===== config.mk =====
export PLATFORM = sky130hd
export DESIGN_NAME = lphs_ctrl
export DESIGN_NICKNAME = d
export VERILOG_FILES = /design/src/sv/lphs_pkg.sv /design/src/sv/lphs_ctrl.sv
export SDC_FILE = /design/constraint.sdc
export NUM_CORES = 1
export LEC_CHECK = 0
export ABC_CLOCK_PERIOD_IN_PS = 1400
export BUFFER_PORTS_ARGS = -buffer_cell sky130_fd_sc_hd__buf_2
export CAP_MARGIN = 20
export CORE_AREA = 2 2 39 41
export DETAILED_ROUTE_END_ITERATION = 16
export DIE_AREA = 0 0 41 43
export PLACE_DENSITY = 0.45
export SLEW_MARGIN = 30
export SYNTH_ARGS = -nofsm -noshare
export SYNTH_HDL_FRONTEND = slang
export SYNTH_SLANG_ARGS = --single-unit

===== constraint.sdc =====
create_clock -name clk -period 1.4 [get_ports clk]
set_input_delay 0.14 -clock clk [delete_from_list [all_inputs] [get_ports clk]]
set_output_delay 0.14 -clock clk [all_outputs]
set_load 0.005 [all_outputs]

===== src/sv/lphs_pkg.sv =====
// Shared types, constants and codes for the linear probing hash set.
package lphs_pkg;

  // Table geometry.
  localparam int TABLE_SIZE = 1024;
  localparam int SLOT_W     = $clog2(TABLE_SIZE);
  localparam int KEY_W      = 31;
  localparam int STATUS_W   = 3;
  localparam int OUT_SLOT_W = 10;

  // Number of probes in a full scan of slots 2 to TABLE_SIZE-1.
  localparam int PROBES     = TABLE_SIZE - 2;

  // Request action codes.
  localparam logic ACT_INSERT = 1'b0;
  localparam logic ACT_SEARCH = 1'b1;

  // Result status codes.
  localparam logic [STATUS_W-1:0] RES_INSERTED  = 3'd0;
  localparam logic [STATUS_W-1:0] RES_FOUND     = 3'd1;
  localparam logic [STATUS_W-1:0] RES_NOT_FOUND = 3'd2;
  localparam logic [STATUS_W-1:0] RES_FULL      = 3'd3;
  localparam logic [STATUS_W-1:0] RES_ZERO_KEY  = 3'd4;

  typedef struct packed {
    logic             action;
    logic [KEY_W-1:0] key;
  } req_t;

  typedef struct packed {
    logic [STATUS_W-1:0]   status;
    logic [OUT_SLOT_W-1:0] slot;
  } res_t;

  typedef enum logic [2:0] {
    S_CLEAR,
    S_IDLE,
    S_READ,
    S_CMP,
    S_FIN
  } state_t;

  // Commands from the controller to the datapath.
  typedef struct packed {
    logic clr_step;
    logic load;
    logic advance;
    logic set_hit;
    logic set_miss;
    logic out_load;
  } cmd_t;

  // Status from the datapath to the controller.
  typedef struct packed {
    logic clr_last;
    logic in_key_zero;
    logic hit;
    logic last_probe;
    logic out_free;
  } sts_t;

endpackage


===== src/sv/lphs_ctrl.sv =====
// Controller state machine that sequences clearing, probing and result hand-off.
module lphs_ctrl import lphs_pkg::*; (
  input  logic clk,
  input  logic rst_n,
  input  logic in_valid,
  output logic in_ready,
  input  sts_t sts,
  output cmd_t cmd
);

  state_t state_r, state_nxt;

  // State register.
  always_ff @(posedge clk) begin
    if (!rst_n) begin
      state_r <= S_CLEAR;
    end else begin
      state_r <= state_nxt;
    end
  end

  // Next state.
  always_comb begin
    state_nxt = state_r;
    case (state_r)
      S_CLEAR: begin
        if (sts.clr_last) state_nxt = S_IDLE;
      end
      S_IDLE: begin
        if (in_valid) state_nxt = sts.in_key_zero ? S_FIN : S_READ;
      end
      S_READ: begin
        state_nxt = S_CMP;
      end
      S_CMP: begin
        if (sts.hit || sts.last_probe) state_nxt = S_FIN;
        else state_nxt = S_READ;
      end
      S_FIN: begin
        if (sts.out_free) state_nxt = S_IDLE;
      end
      default: state_nxt = S_CLEAR;
    endcase
  end

  // Outputs.
  always_comb begin
    cmd      = '0;
    in_ready = 1'b0;
    case (state_r)
      S_CLEAR: begin
        cmd.clr_step = 1'b1;
      end
      S_IDLE: begin
        in_ready = 1'b1;
        cmd.load = in_valid;
      end
      S_READ: begin
        cmd = '0;
      end
      S_CMP: begin
        cmd.set_hit  = sts.hit;
        cmd.set_miss = !sts.hit && sts.last_probe;
        cmd.advance  = !sts.hit && !sts.last_probe;
      end
      S_FIN: begin
        cmd.out_load = sts.out_free;
      end
      default: cmd = '0;
    endcase
  end

endmodule


==> impl_metrics.yaml, run 1 <==
power_and_ir_drop:
  power_frac_seq_pct: 34.0
  vdd_drop_max_mv: 0.385
  comb_power_share_pct: 17.1
  switchingPower_w: 0.0000729
  p_sw_share_pct: 24.3
  p_int_w: 0.000227
  p_leak_nw: 0.151
  clockPowerShare_pct: 48.9
  pwr_density_cell_nw_per_um2: 916
flow_run:
  cap_violations: 0
synthesis:
  synth-main-ff-cell: "dfxtp_1"
  synth_cells: 28
  yosysTopAreaCell: "dfxtp_1"
  ys_types: 17
  synth_area_um2: 213
  synth-seq-area-share_pct: 28.2
  ys_warn_count: 0
  synth_area_leaders: "dfxtp_1 (28%), nor3_1 (12%), nor3b_1 (7.1%)"
  ys_async_sr_fraction_pct: 0
  synth.top_cell.area_share_pct: 28.2
  synth-seq-cells: 3
  synth_nets: 36
  synth_edf_count: 0
  syn_avg_cell_area_um2: 7.60
  netlist_top_cells_count: "nor3_1 (5), dfxtp_1 (3)"
  synth.most_common_cell: "nor3_1"
sta:
  finalSetupViolCount: 0
  clock_skew_ps: 1.40
  period_minus_slack_ps: 1280
  tns_ps: 0
  rsz0062_at_grt: "false"
  min_period_over_period_pct: 91.5
  max_freq_mhz: 780
  finalHoldViolCount: 0
  worstMarginPinSlew_ps: 250
  layout_setup_ws_ps: 119
  slew_headroom_pct: 83.1
  finalMaxSlewViolations: 0
global_routing:
  grt_pass1_vias: 261
  antenna_found_initial: 0
  grt_pass1_wl_mm: 1.01
  overflow: 0
  grt_max_degree: 13
  grt_usage_pct: 8.43
setup_path:
  crit_buf_inv: 1
  rr_worst_depth: 3
  cp-end-kind: "output port"
  r2r_slack_ps: 470
  start_kind: "flip-flop"
  crit_family: "simple AND/OR/NAND/NOR gates"
  critPathSlowestCell: "dfxtp_2"
  r2r_end: "state_r[0]"
  worstPathRequired_ps: 1260
  max_stage_delay_ps: 380
  path_cells: "nor2b_2 > nand2_1 > nor3b_1 > buf_2"
  r2r_start: "state_r[2]"
  crit_type: "flip-flop to output port"
  cp.depth: 4
  crit_arrival_ps: 1140
  cp_max_fo: 8
final_layout:
  layout-area-overhead-vs-synth_pct: 54.1
  layout.nets: 54
  largest_reg_flops: 3
  largestRegisters: "state_r x3"
  antenna_cells: 0
  drive_gt1_share_pct: 46.7
  top_register: "state_r"
worst_hold_path:
  hp-class: "primary input to flip-flop"
  worstHoldEndpoint: "state_r[2]"
  holdPathStages: 2
  hp-start: "rst_n"
clock_network:
  cts_max_path_buffers: 2
  holdBufCountCts: 0
  cts_tree: "yes"
  htree_levels: 1
  cts.sinks: 3
  insertion_delay_ps: 230
  post-cts-setup-buffers: 0
  root_buffer: "clkbuf_4"
  cts_buffers: 3
  cts.clk_slew.worst_paths_ps: 30
floorplanning:
  pin_count: 15
  num_rows: 14
  core_um2: 1380
  die_area_um2: 1760
  initial_core_util_pct: 15.4
  die_x_um: 41
  die_h_um: 43
place:
  place_ws_ps: 241
  port_buffers: 14
  gp_congestion: 0.703
detailed_routing:
  dr.pass1.iters: 2
  totalWireLength_um: 520
  ant_nets: 0
  wire_per_inst_um: 8.52
  drc: 0
  via_per_inst: 4.34
  drt_iter0_markers: 3
  vias: 265
outcome:
  status: "completed"
## layout make-up
class | count | area (um2)
fill | 161 | 1060
clock buffer | 4 | 26.3
tap | 16 | 20.0
multi-input combinational | 24 | 148
timing repair buffer | 14 | 70.1
sequential | 3 | 63.8
## layout by cell type, fill, tap and decap left out
master	count
and3_1	1
nor3b_1	2
o21ai_0	2
nor4b_1	1
o31a_1	1
dfxtp_2	3
a21oi_1	2
nand2_1	2
clkbuf_1	1
nand3b_1	1
nand2b_1	1
and2_1	1
buf_2	14
nor3_1	5
clkbuf_4	3
o21a_1	1
and4bb_1	1
nor2b_2	1
nor2_1	2
## metrics by stage
step	hold WS [ps]	cells	utilization, %	cell area (um2)	power, W
4_1_cts	134	61	23.3	323	0.000310
3_5_place_dp	376	57	21.3	295	0.000154
5_1_grt	148	61	23.7	328	0.000327
2_1_floorplan	258	28	-	213	0.000127
3_3_place_gp	392	57	21.3	295	0.000154
6_report	141	61	23.7	328	0.000300
## worst max path at each step
stage | to | startpoint | slack [ps]
CTS | cmd[1] | state_r[0] | 70
detailed placement | cmd[1] | state_r[0] | 240
global placement | cmd[1] | state_r[0] | 250
finish | cmd[1] | state_r[0] | 120
floorplan | cmd[1] | state_r[0] | 420
global route | cmd[1] | state_r[0] | 10
## power groups by stage
stage	Clock [W]	Sequential (W)	Combinational (W)
finish	0.000147	0.000102	0.0000512
floorplan	0	0.0000978	0.0000293
detailed placement	0	0.000102	0.0000515
global placement	0	0.000102	0.0000518
CTS	0.000157	0.000102	0.0000516
global route	0.000164	0.000104	0.0000588
## layer usage
| metal | up-vias | wire (um) | track usage [%] |
|---|---|---|---|
| met1 | 120 | 228 | 10.6 |
| met3 | 0 | 11 | 3.14 |
| met5 | - | 0 | 0 |
| met4 | 0 | 0 | 6.00 |
| met2 | 4 | 281 | 11.3 |
| li1 | 141 | - | - |
## cell families (layout without fill, tap and decap cells)
logic type	Yosys count	in the layout	share of synthesized area, %
buffers and inverters	1	18	3.53
DFF	3	3	28.2
and+or+nand+nor	18	18	51.2
AOI/OAI and AO/OA	6	6	17.1
## repair_timing
| item | in CTS | in global routing |
|---|---|---|
| gates resized for setup | 1 | 3 |
| hold endpoints to repair | 0 | 0 |
| setup endpoints to repair | 1 | 1 |
Power figures use the tool's default switching activity.
==> inputs of run 2 (changes only) <==
--- a/config.mk
+++ b/config.mk
@@ -11,7 +11,7 @@
 export CORE_AREA = 2 2 39 41
 export DETAILED_ROUTE_END_ITERATION = 16
 export DIE_AREA = 0 0 41 43
-export PLACE_DENSITY = 0.45
+export PLACE_DENSITY = 0.37
 export SLEW_MARGIN = 30
 export SYNTH_ARGS = -nofsm -noshare
 export SYNTH_HDL_FRONTEND = slang
==> impl_metrics.yaml, run 2 (synthesis gave the netlist of run 1 again) <==
clock_network:
  holdBufCountCts: 0
  cts_max_path_buffers: 2
  insertion_delay_ps: 230
  cts.clk_slew.worst_paths_ps: 40
  cts_buffers: 3
  cts_tree: "yes"
  root_buffer: "clkbuf_4"
  htree_levels: 1
  cts.sinks: 3
place:
  gp_congestion: 0.589
  place_ws_ps: 222
  hpwl_um: 461
  port_buffers: 14
  placed_cell_area_um2: 295
  place_inst: 57
setup_path:
  start_kind: "flip-flop"
  cp-end-kind: "output port"
  crit_type: "flip-flop to output port"
  r2r_start: "state_r[2]"
  cp_max_fo: 8
  worstPathRequired_ps: 1260
  r2r_slack_ps: 460
  rr_worst_depth: 3
  r2r_end: "state_r[0]"
  crit_arrival_ps: 1160
detailed_routing:
  via_per_inst: 4.49
  drt_iter0_markers: 0
  vias: 274
  wire_per_inst_um: 9.36
  dr.pass1.iters: 1
  ant_nets: 0
  totalWireLength_um: 571
  drc: 0
sta:
  min_period_over_period_pct: 92.5
  finalSetupViolCount: 0
  finalMaxSlewViolations: 0
  slew_headroom_pct: 83.6
  layout_setup_ws_ps: 104
  clock_skew_ps: 0.911
  max_freq_mhz: 772
  worstMarginPinSlew_ps: 242
  period_minus_slack_ps: 1300
  finalHoldViolCount: 0
  tns_ps: 0
floorplanning:
  initial_core_util_pct: 15.4
  core_um2: 1380
  die_area_um2: 1760
  die_h_um: 43
  num_rows: 14
  pin_count: 15
  die_x_um: 41
global_routing:
  grt_pass1_vias: 241
  overflow: 0
  grt_pass1_wl_um: 972
  grt_usage_pct: 8.42
  grt_max_degree: 13
  antenna_found_initial: 0
power_and_ir_drop:
  pwr_density_cell_nw_per_um2: 930
  vdd_drop_max_mv: 0.320
  comb_power_share_pct: 16.7
  p_sw_share_pct: 25.6
  switchingPower_w: 0.0000782
  p_leak_nw: 0.151
  power_frac_seq_pct: 33.3
  clockPowerShare_pct: 50.0
  p_int_w: 0.000227
final_layout:
  drive_gt1_share_pct: 44.4
  antenna_cells: 0
  top_register: "state_r"
  largestRegisters: "state_r x3"
  largest_reg_flops: 3
  final_common_cell: "buf_2"
  instances_no_fill: 61
  layout-area-overhead-vs-synth_pct: 54.1
  layout.nets: 54
  final_cell_mix: "buf_2 (14), nor3_1 (5), clkbuf_4 (3)"
  design_area_um2: 328
worst_hold_path:
  holdPathStages: 2
  hp-class: "primary input to flip-flop"
  hp-start: "rst_n"
  worstHoldEndpoint: "state_r[2]"
flow_run:
  cap_violations: 0
outcome:
  status: "completed"
-- run 2: cell counts in the layout (fill, tap and decap cells not counted) --
Identical to the previous run, type by type.
-- run 2: worst max-delay path by stage --
stage                     from  endpoint  cells after the start
CTS                 state_r[0]    cmd[1]                      4
floorplan           state_r[0]    cmd[1]                      3
global placement    state_r[0]    cmd[1]                      4
detailed placement  state_r[0]    cmd[1]                      4
global route        state_r[0]    cmd[1]                      4
finish              state_r[0]    cmd[1]                      4
-- run 2: repair_timing --
action | 4_1_cts | 5_1_grt
setup buffers | 0 | 0
resized for setup | 1 | 3
setup endpoints to repair | 1 | 3
-- run 2: power by group through the flow --
stage               sequential (W)  combinational, W  clock, W
finish                    0.000102         0.0000510  0.000152
global route              0.000103         0.0000595  0.000173
CTS                       0.000102         0.0000522  0.000162
detailed placement        0.000102         0.0000521         0
global placement          0.000103         0.0000518         0
floorplan                0.0000978         0.0000293         0
-- run 2: final cells by class --
type                    instances  area [um2]
clock buffers                   4        26.3
fillers                       167        1060
multi-input cells              24         145
flip-flops and latches          3        66.3
well taps                      16        20.0
repair buffers                 14        70.1
-- run 2: per-layer routing --
metal / up-vias / track usage, % / share of wire [%]
met1: 122 / 11.5 / 47
met3: 0 / 3.14 / 11
met4: 0 / 8.00 / 0
li1: 141 / - / -
met2: 11 / 9.38 / 42
met5: - / 0 / 0
-- run 2: critical path, stage by stage (launching register included) --
cell and delay, ps:
dfxtp_4 370, nor2b_1 160, nand2_1 80, nor3b_1 170, buf_2 140
-- run 2: per-stage QoR --
step	util [%]	total power, W	hold slack [ps]
2_1_floorplan	-	0.000127	258
3_3_place_gp	21.3	0.000155	389
3_5_place_dp	21.3	0.000155	388
4_1_cts	23.3	0.000316	138
5_1_grt	23.7	0.000335	145
6_report	23.7	0.000305	144
